### src/design/hncr_pkg.sv
`default_nettype none

package hncr_pkg;

   localparam int PC_COUNT   = 12;
   localparam int KIND_COUNT = 8;
   localparam int SCORE_W    = 10;

   localparam int W_PRESENT = 40;
   localparam int W_ABSENT  = -46;
   localparam int W_EXTRA   = 13;
   localparam int W_BASS    = 12;

   localparam logic [1:0] MODE_NOTE_ON  = 2'd0;
   localparam logic [1:0] MODE_NOTE_OFF = 2'd1;
   localparam logic [1:0] MODE_ALL_OFF  = 2'd2;

   localparam logic [1:0] CSR_FALLBACK_ROOT = 2'd0;
   localparam logic [1:0] CSR_FALLBACK_KIND = 2'd1;

   typedef struct packed {
      logic [1:0] mode;
      logic [6:0] note_number;
   } req_type;

   typedef struct packed {
      logic       chord_found;
      logic [3:0] chord_root;
      logic [2:0] chord_kind;
   } rsp_type;

   typedef enum logic [1:0] {
      S_IDLE,
      S_SCAN,
      S_SCORE,
      S_EMIT
   } state_type;

   // Interval mask of each chord kind, bit i = i semitones above the root.
   function automatic logic [PC_COUNT-1:0] kind_mask(input logic [2:0] kind);
      logic [PC_COUNT-1:0] m;
      case (kind)
         3'd0:    m = 12'b0000_1001_0001;
         3'd1:    m = 12'b0000_1000_1001;
         3'd2:    m = 12'b0100_1001_0001;
         3'd3:    m = 12'b1000_1001_0001;
         3'd4:    m = 12'b0100_1000_1001;
         3'd5:    m = 12'b0000_1000_0101;
         3'd6:    m = 12'b0000_1010_0001;
         3'd7:    m = 12'b0000_1001_0101;
         default: m = '0;
      endcase
      return m;
   endfunction

   function automatic logic [3:0] popcount12(input logic [PC_COUNT-1:0] v);
      logic [3:0] c;
      c = '0;
      for (int i = 0; i < PC_COUNT; i++) begin
         c = c + 4'(v[i]);
      end
      return c;
   endfunction

   // rot has the root's class at bit 0.
   function automatic logic signed [SCORE_W-1:0] template_score(
      input logic [PC_COUNT-1:0] rot,
      input logic [2:0]          kind,
      input logic [PC_COUNT-1:0] pcs,
      input logic                bass
   );
      logic [PC_COUNT-1:0] m;
      logic [3:0]          p;
      logic [3:0]          t;
      logic [3:0]          h;
      int                  s;
      m = kind_mask(kind);
      p = popcount12(m & rot);
      t = popcount12(m);
      h = popcount12(pcs);
      s = (W_PRESENT - W_ABSENT + W_EXTRA) * int'(p) + W_ABSENT * int'(t)
          - W_EXTRA * int'(h) + (bass ? W_BASS : 0);
      return SCORE_W'(s);
   endfunction

endpackage

`default_nettype wire

### src/design/held_note_chord_recognizer.sv
// Held-note chord recognizer. Each accepted transaction (note on, note off or
// all notes off) updates a map of held notes, then the block scans the map one
// note per cycle to build the pitch-class set and the bass class, and scores
// the 96 chord templates one per cycle on a single shared scoring unit when
// any note is held. req_stall stays high from acceptance until the result has
// been loaded into the result register. The result waits in an output register,
// and a transaction that finishes while the previous result is still unread
// waits until that result is taken. csr_ready is always high; writes are meant
// for when the block is idle.
`default_nettype none

module held_note_chord_recognizer #(
   parameter int unsigned NOTE_COUNT = 128
) (
   input  wire logic             clock,
   input  wire logic             reset,
   input  wire logic             req_valid,
   output logic                  req_stall,
   input  wire hncr_pkg::req_type req_data,
   output logic                  rsp_valid,
   input  wire logic             rsp_stall,
   output hncr_pkg::rsp_type     rsp_data,
   input  wire logic             csr_valid,
   output logic                  csr_ready,
   input  wire logic [1:0]       csr_index,
   input  wire logic [3:0]       csr_data
);
   import hncr_pkg::*;

   localparam int NIDX_W = $clog2(NOTE_COUNT);
   localparam logic [NIDX_W-1:0] LAST_NOTE = NIDX_W'(NOTE_COUNT - 1);

   state_type state_ff, state_in;

   logic [NOTE_COUNT-1:0] held_ff, held_in;
   logic [3:0]            fb_root_ff, fb_root_in;
   logic [2:0]            fb_kind_ff, fb_kind_in;

   logic [NIDX_W-1:0]   scan_ff, scan_in;
   logic [3:0]          pc_ff, pc_in;
   logic [PC_COUNT-1:0] pcs_ff, pcs_in;
   logic [3:0]          low_ff, low_in;
   logic                found_ff, found_in;

   logic [PC_COUNT-1:0]       rot_ff, rot_in;
   logic [3:0]                root_ff, root_in;
   logic [2:0]                kind_ff, kind_in;
   logic                      first_ff, first_in;
   logic signed [SCORE_W-1:0] best_ff, best_in;
   logic [3:0]                broot_ff, broot_in;
   logic [2:0]                bkind_ff, bkind_in;
   logic signed [SCORE_W-1:0] score;

   logic    rsp_valid_ff, rsp_valid_in;
   rsp_type rsp_ff, rsp_in;

   logic req_take;
   logic rsp_load;
   logic note_ok;
   logic scan_last;
   logic score_last;

   assign req_take   = req_valid && !req_stall;
   assign note_ok    = {1'b0, req_data.note_number} < 8'(NOTE_COUNT);
   assign scan_last  = (scan_ff == LAST_NOTE);
   assign score_last = (root_ff == 4'(PC_COUNT - 1)) && (kind_ff == 3'(KIND_COUNT - 1));
   assign score      = template_score(rot_ff, kind_ff, pcs_ff, root_ff == low_ff);

   // next state
   always_comb begin
      state_in = state_ff;
      case (state_ff)
         S_IDLE: begin
            if (req_take) state_in = S_SCAN;
         end
         S_SCAN: begin
            if (scan_last) state_in = found_in ? S_SCORE : S_EMIT;
         end
         S_SCORE: begin
            if (score_last) state_in = S_EMIT;
         end
         S_EMIT: begin
            if (rsp_load) state_in = S_IDLE;
         end
         default: state_in = S_IDLE;
      endcase
   end

   // outputs of the sequencer
   always_comb begin
      req_stall = 1'b1;
      rsp_load  = 1'b0;
      case (state_ff)
         S_IDLE:  req_stall = 1'b0;
         S_EMIT:  rsp_load  = !rsp_valid_ff || !rsp_stall;
         default: ;
      endcase
   end

   // held map and configuration
   always_comb begin
      held_in    = held_ff;
      fb_root_in = fb_root_ff;
      fb_kind_in = fb_kind_ff;
      if (req_take) begin
         case (req_data.mode)
            MODE_NOTE_ON: begin
               if (note_ok) held_in[req_data.note_number[NIDX_W-1:0]] = 1'b1;
            end
            MODE_NOTE_OFF: begin
               if (note_ok) held_in[req_data.note_number[NIDX_W-1:0]] = 1'b0;
            end
            MODE_ALL_OFF: held_in = '0;
            default: ;
         endcase
      end
      if (csr_valid && csr_ready) begin
         case (csr_index)
            CSR_FALLBACK_ROOT: fb_root_in = csr_data;
            CSR_FALLBACK_KIND: fb_kind_in = csr_data[2:0];
            default: ;
         endcase
      end
   end

   // scan and scoring datapath
   always_comb begin
      scan_in  = scan_ff;
      pc_in    = pc_ff;
      pcs_in   = pcs_ff;
      low_in   = low_ff;
      found_in = found_ff;
      rot_in   = rot_ff;
      root_in  = root_ff;
      kind_in  = kind_ff;
      first_in = first_ff;
      best_in  = best_ff;
      broot_in = broot_ff;
      bkind_in = bkind_ff;
      case (state_ff)
         S_IDLE: begin
            scan_in  = '0;
            pc_in    = '0;
            pcs_in   = '0;
            found_in = 1'b0;
         end
         S_SCAN: begin
            if (held_ff[scan_ff]) begin
               pcs_in[pc_ff] = 1'b1;
               if (!found_ff) begin
                  found_in = 1'b1;
                  low_in   = pc_ff;
               end
            end
            scan_in = scan_ff + NIDX_W'(1);
            pc_in   = (pc_ff == 4'(PC_COUNT - 1)) ? 4'd0 : pc_ff + 4'd1;
            rot_in   = pcs_in;
            root_in  = '0;
            kind_in  = '0;
            first_in = 1'b1;
         end
         S_SCORE: begin
            first_in = 1'b0;
            if (first_ff || (score > best_ff)) begin
               best_in  = score;
               broot_in = root_ff;
               bkind_in = kind_ff;
            end
            kind_in = kind_ff + 3'd1;
            if (kind_ff == 3'(KIND_COUNT - 1)) begin
               root_in = root_ff + 4'd1;
               rot_in  = {rot_ff[0], rot_ff[PC_COUNT-1:1]};
            end
         end
         default: ;
      endcase
   end

   // result register
   always_comb begin
      rsp_valid_in = rsp_valid_ff && rsp_stall;
      rsp_in       = rsp_ff;
      if (rsp_load) begin
         rsp_valid_in = 1'b1;
         if (found_ff) begin
            rsp_in.chord_found = 1'b1;
            rsp_in.chord_root  = broot_ff;
            rsp_in.chord_kind  = bkind_ff;
         end else begin
            rsp_in.chord_found = 1'b0;
            rsp_in.chord_root  = fb_root_ff;
            rsp_in.chord_kind  = fb_kind_ff;
         end
      end
   end

   always_ff @(posedge clock) begin
      if (reset) begin
         state_ff     <= S_IDLE;
         held_ff      <= '0;
         fb_root_ff   <= '0;
         fb_kind_ff   <= '0;
         rsp_valid_ff <= 1'b0;
      end else begin
         state_ff     <= state_in;
         held_ff      <= held_in;
         fb_root_ff   <= fb_root_in;
         fb_kind_ff   <= fb_kind_in;
         rsp_valid_ff <= rsp_valid_in;
      end
   end

   always_ff @(posedge clock) begin
      scan_ff  <= scan_in;
      pc_ff    <= pc_in;
      pcs_ff   <= pcs_in;
      low_ff   <= low_in;
      found_ff <= found_in;
      rot_ff   <= rot_in;
      root_ff  <= root_in;
      kind_ff  <= kind_in;
      first_ff <= first_in;
      best_ff  <= best_in;
      broot_ff <= broot_in;
      bkind_ff <= bkind_in;
      rsp_ff   <= rsp_in;
   end

   assign rsp_valid = rsp_valid_ff;
   assign rsp_data  = rsp_ff;
   assign csr_ready = 1'b1;

endmodule

`default_nettype wire

### config.mk
export PLATFORM = sky130hd
export DESIGN_NAME = held_note_chord_recognizer
export DESIGN_NICKNAME = d
export VERILOG_FILES = /design/src/design/hncr_pkg.sv /design/src/design/held_note_chord_recognizer.sv
export SDC_FILE = /design/constraint.sdc
export NUM_CORES = 1
export LEC_CHECK = 0
export BUFFER_PORTS_ARGS = -buffer_cell sky130_fd_sc_hd__buf_2
export CAP_MARGIN = 20
export CORE_MARGIN = 2
export CORE_UTILIZATION = 45
export CTS_CLUSTER_SIZE = 8
export DETAILED_ROUTE_END_ITERATION = 16
export SYNTH_ARGS = -nofsm -noshare
export SYNTH_HDL_FRONTEND = slang
export SYNTH_SLANG_ARGS = --single-unit
### constraint.sdc
create_clock -name clock -period 12.1 [get_ports clock]
set_input_delay 2.42 -clock clock [delete_from_list [all_inputs] [get_ports clock]]
set_output_delay 2.42 -clock clock [all_outputs]
set_load 0.005 [all_outputs]
# After elaboration in Yosys (flattened, before gate mapping)
# Memories as Yosys holds them, arrays and structs flattened. A register that Yosys moved wholly into a read port is not among the register bits.
# Index checks and enable logic that the tools add are counted.
# word_totals
rom_bits,48
ff_bits,211
memories,1
# mem_list
memory,depth,width,rd,rd_ports_with_merged_regs,wr,line,text
(name not given),8,6,1,1,0,hncr_pkg.sv:42,case (kind)
# classes
reduce_logical,22
muxes,32
multipliers,3
add_sub_neg,40
n_eq_ne,16
order_cmp,6
bitwise_logic,6
# ops
cell,count
128-bit one-hot mux with 3 select lines,1
128-bit bitwise AND,1
128-bit inverter,1
128-bit bitwise OR,1
4-bit by 1-bit adder with 4-bit output,20
12-bit one-hot mux with 2 select lines,2
4-bit by 1-bit adder with 4-bit output (second input constant),6
12-bit 2-to-1 mux,2
7-bit by 8-bit less-than comparator with 1-bit output (second input constant),2
4-bit one-hot mux with 2 select lines,2
7-bit one-hot mux with 2 select lines,1
3-bit by 1-bit adder with 4-bit output,3
12-bit bitwise AND,1
4-bit 2-to-1 mux,3
12-bit bitwise OR,1
10-bit adder,1
10-bit by 5-bit adder with 10-bit output,1
10-bit greater-than comparator,1
7-bit by 4-bit multiplier with 10-bit output (first input constant),1
2-bit inequality test (second input constant),5
2-bit AND reduction,5
10-bit by 9-bit subtractor with 10-bit output,1
2-bit by 1-bit adder with 3-bit output,3
6-bit by 5-bit multiplier with 9-bit output (first input constant),1
33 further kinds,59

# Logic depth before layout (Yosys ltp)
# depth
depth_word,19
depth_mapped,35

# Worst setup path after synthesis
# Ideal clock, no wire load.
# synth_timing
kind,reg2reg
startpoint,reg pcs_ff[5]
endpoint,"reg best_ff[0], enable pin"
path_slack_ns,2.628
path_buffers,0
setup_ns,0.415
period_less_slack_ns,9.472
path_stages_with_launch,35
t_required_ns,11.685
t_arrival_ns,9.057
path_cell_list,edfxtp_1 > fa_1 > inv_1 > fa_1 > fa_1 > fa_1 > inv_1 > ha_1 > inv_1 > fa_1 > inv_1 > ha_1 > ha_1 > ha_1 > fa_1 > fa_1 > inv_1 > fa_1 > inv_1 > fa_1 > inv_1 > ha_1 > inv_1 > fa_1 > inv_1 > a21oi_1 > o21bai_1 > a21o_1 > a21oi_1 > xnor2_1 > ha_1 > nor2_1 > a21oi_1 > nand3_1 > o21ai_0
# synth_via
elab_chain_cells,13
# synth_rtl
item,line,text
"start, declared",held_note_chord_recognizer.sv:41,"logic [PC_COUNT-1:0] pcs_ff, pcs_in;"
"start signal, assigned",held_note_chord_recognizer.sv:216,pcs_ff <= pcs_in;
4-bit by 1-bit adder with 4-bit output (7 in a row),hncr_pkg.sv:60,c = c + 4'(v[i]);
4-bit by 4-bit multiplier with 8-bit output,hncr_pkg.sv:82,- W_EXTRA * int'(h) + (bass ? W_BASS : 0);
10-bit by 9-bit subtractor with 10-bit output,hncr_pkg.sv:82,
10-bit by 5-bit adder with 10-bit output,hncr_pkg.sv:82,
net score[9],held_note_chord_recognizer.sv:52,logic signed [SCORE_W-1:0] score;
10-bit greater-than comparator,held_note_chord_recognizer.sv:164,if (first_ff || (score > best_ff)) begin
1-bit logical OR,held_note_chord_recognizer.sv:164,
2-bit AND reduction (no line),-,
"end signal, assigned",held_note_chord_recognizer.sv:223,best_ff <= best_in;
"end, declared",held_note_chord_recognizer.sv:49,"logic signed [SCORE_W-1:0] best_ff, best_in;"
# The timed path passes the listed nets, and every way through them passes these cells.
# A chain may end at the register's enable or synchronous reset.

# Final worst setup path
# layout_timing
startpoint,reg pcs_ff[5]
endpoint,"reg bkind_ff[0], enable pin"
# layout_via
elab_chain_cells,13
# layout_rtl
item,line,text
4-bit by 1-bit adder with 4-bit output (7 in a row),hncr_pkg.sv:60,
4-bit by 4-bit multiplier with 8-bit output,hncr_pkg.sv:82,
10-bit by 9-bit subtractor with 10-bit output,hncr_pkg.sv:82,
10-bit by 5-bit adder with 10-bit output,hncr_pkg.sv:82,
net score[9],held_note_chord_recognizer.sv:52,
10-bit greater-than comparator,held_note_chord_recognizer.sv:164,
1-bit logical OR,held_note_chord_recognizer.sv:164,
2-bit AND reduction (no line),-,
"end signal, assigned",held_note_chord_recognizer.sv:225,bkind_ff <= bkind_in;
"end, declared",held_note_chord_recognizer.sv:51,"logic [2:0] bkind_ff, bkind_in;"
# The timed path passes the listed nets, and every way through them passes these cells.

==> results.toml <==
[synthesis]
synthesis.nets = 1535
synthesis.instances = 1405
ys_types = 53
synth_edf_count = 72
syn_area_um2 = 12670
ys_top_cells_by_count = "291 x a21oi_1, 154 x nand2_1, 145 x dfxtp_1, 141 x nor3_1, 95 x clkbuf_1"
synth.top_cell.area_share_pct = 22.91
ys_ff_latch = 217
synthFlopType = "dfxtp_1"
syn_avg_cell_area_um2 = 9.018
synth_area_leaders = "dfxtp_1 23%, edfxtp_1 17%, a21oi_1 11%"
synthArstFlopShare_pct = 0
ys.warnings.count = 0
synth_area_leader_cell = "dfxtp_1"
ys_seq_area_share_pct = 39.98
yosys.cell_count.top_type = "a21oi_1"

[setup_path]
criticalPathCategory = "reg2reg"
cp_slowest_cell = "fa_1"
endpoint_kind = "flop"
cp_max_fo = 11
cp-start-kind = "flop"
rrSetupSlack_ns = 2.76
required_ns = 12.33
arrival_ns = 9.57
crit_top_cell = "fa_1"
critPathMaxStageDelay_ns = 0.56

[grt]
grt.overflow.total = 0
grt_pass1_wl_mm = 52.57
grt_usage_pct = 22.48
grt_pass1_vias = 9674
grt_max_degree = 94
antenna_found_initial = 0

[floorplanning]
coreArea_um2 = 27780
dieWidth_um = 171.8
num_rows = 61
fp.dieH_um = 171.8
io_pins = 31
start_util_pct = 45.60
die_area_um2 = 29510

[layout]
fillers = 2645
nets = 1512
area_growth_pct = 10.32
post-route-util_pct = 50.31
ff_latch_area_um2 = 5065
drive_above_1_share_pct = 10.16
multi_input_area_um2 = 6903
antennaDiodeCount = 0

[place]
dp_hpwl_mm = 20.13
gp_congestion = 0.8220
place_ws_ns = 2.693
port_buffers = 29

[clocking]
post_cts_resized = 0
clk_latency_ns = 0.54
cts_buffer_depth = 3
path_clk_slew_ns = 0.05
tritoncts = "yes"
cts.sinks = 217
postCtsSetupBuffers = 0
ctsHoldBuffers = 0
numCtsBuffers = 31
cts_htree_levels = 1
root_buffer = "clkbuf_16"

[timing]
rsz0062_at_grt = "false"
hold_viol = 0
slew_headroom_pct = 20.38
tightest_slew_ns = 1.193
fin_worst_skew_ns = 0.01187
drv_slew = 0
setup_viol = 0
fmax_ghz = 0.1070
fin_ws_ns = 2.758
setup_tns_ns = 0
period_minus_slack_ns = 9.342
period_share_pct = 77.20

[route]
drtIter0Drc = 959
wirelength_mm = 32.70
wl_per_cell_um = 18.41
drc = 0
num_vias = 10080
dr.pass1.iters = 5
via_per_inst = 5.676
ant_nets = 0

[worst_hold_path]
hold_path.class = "reg2reg"

[status]
status = "finished clean"

[flow_run]
maxCapViolations = 0
==> registers in the layout, indices dropped and copies added, names as in the netlist, named ones only <==
| register | count |
|---|---|
| bkind_ff | 3 |
| kind_ff | 3 |
| root_ff | 4 |
| pc_ff | 4 |
| rsp_valid | 1 |
| rot_ff | 12 |
| state_ff | 2 |
| pcs_ff | 12 |
| held_ff | 128 |
| first_ff | 1 |
| fb_kind_ff | 3 |
| best_ff | 10 |
| rsp_data | 8 |
| found_ff | 1 |
| fb_root_ff | 4 |
| scan_ff | 7 |
| broot_ff | 4 |
| low_ff | 4 |
==> worst max-delay path: cells and delay by family (launching register included) <==
family | cells | cell delay [ns]
adder cells (fa/ha/maj) | 16 | 6.29
AND/OR/NAND/NOR | 2 | 0.15
AO/OA/AOI/OAI | 6 | 1.13
XOR/XNOR | 1 | 0.21
buffers and inverters | 10 | 0.86
flip-flops | 1 | 0.41
==> stage by stage <==
step	hold slack, ns	instance area [µm²]	cells
after floorplan	0.4239	12670	1405
after global placement	0.4781	13100	1724
after detailed placement	0.4902	13100	1725
after CTS	0.5024	13950	1774
after global routing	0.5254	13980	1776
final	0.4976	13980	1776
==> metal layers <==
layer  global-route usage (%)  vias to the layer above  wire, µm
met5                        0                        -         0
li1                         -                     4876         -
met1                    32.20                     4849     15050
met2                    35.88                      311     14680
met4                    5.152                        0       634
met3                    3.451                       45      2329
==> kinds of logic after synthesis <==
kind of cell               after synthesis  share of synthesized area, %
AOI/OAI and AO/OA                      349                         14.69
other                                    1                       0.02960
adders and majority gates              110                         12.82
and+or+nand+nor                        429                         15.84
DFF                                    217                         39.98
muxes                                   59                         7.723
buffers and inverters                  202                         6.291
xor gates and xnor gates                38                         2.627
==> cell type report <==
cell class,count,share of cell area [%]
clock buffer,47,5.980
clock inverter,2,0.07161
inverter,92,2.471
multi-input combinational,986,49.39
sequential,217,36.24
tap,378,3.384
timing repair buffer,54,2.471
==> placed cells by master (no fill, tap or decap), types with 3 or more instances in the layout <==
master,netlist,routed
mux2i_1,19,19
a22oi_1,8,8
clkbuf_1,95,16
buf_2,7,29
xor2_1,12,12
nor2_2,0,3
dfxtp_1,145,145
nor3b_1,6,3
o21a_1,7,7
o221ai_1,3,3
nor2b_1,22,22
fa_1,33,33
mux2_2,10,10
buf_4,1,23
and2_1,13,13
o21ai_0,14,13
and3_1,5,5
edfxtp_1,72,72
ha_1,77,76
nand4_1,5,5
a21o_1,7,7
xnor2_1,26,26
a21oi_1,291,291
a31oi_1,7,7
clkbuf_16,0,31
inv_1,91,91
nand3_1,9,9
nor3_4,0,3
nor2_1,53,50
nand2b_1,5,5
nand2_1,154,154
mux4_2,30,30
nand3b_1,6,6
nor3_1,141,137
==> path summary, 6_finish.rpt <==
kind         cells after the start                  startpoint                          to
max                             35     pcs_ff[5]$_SDFFCE_PN0N_       bkind_ff[0]$_DFFE_PP_
min                              2  fb_kind_ff[1]$_SDFFE_PP0P_  fb_kind_ff[1]$_SDFFE_PP0P_
max reg2reg                     35     pcs_ff[5]$_SDFFCE_PN0N_       bkind_ff[0]$_DFFE_PP_
min reg2reg                      2  fb_kind_ff[1]$_SDFFE_PP0P_  fb_kind_ff[1]$_SDFFE_PP0P_
Power is left out: the tool's default activity adds up to more than one toggle a clock period on the data nets, which glitch-free logic cannot reach.
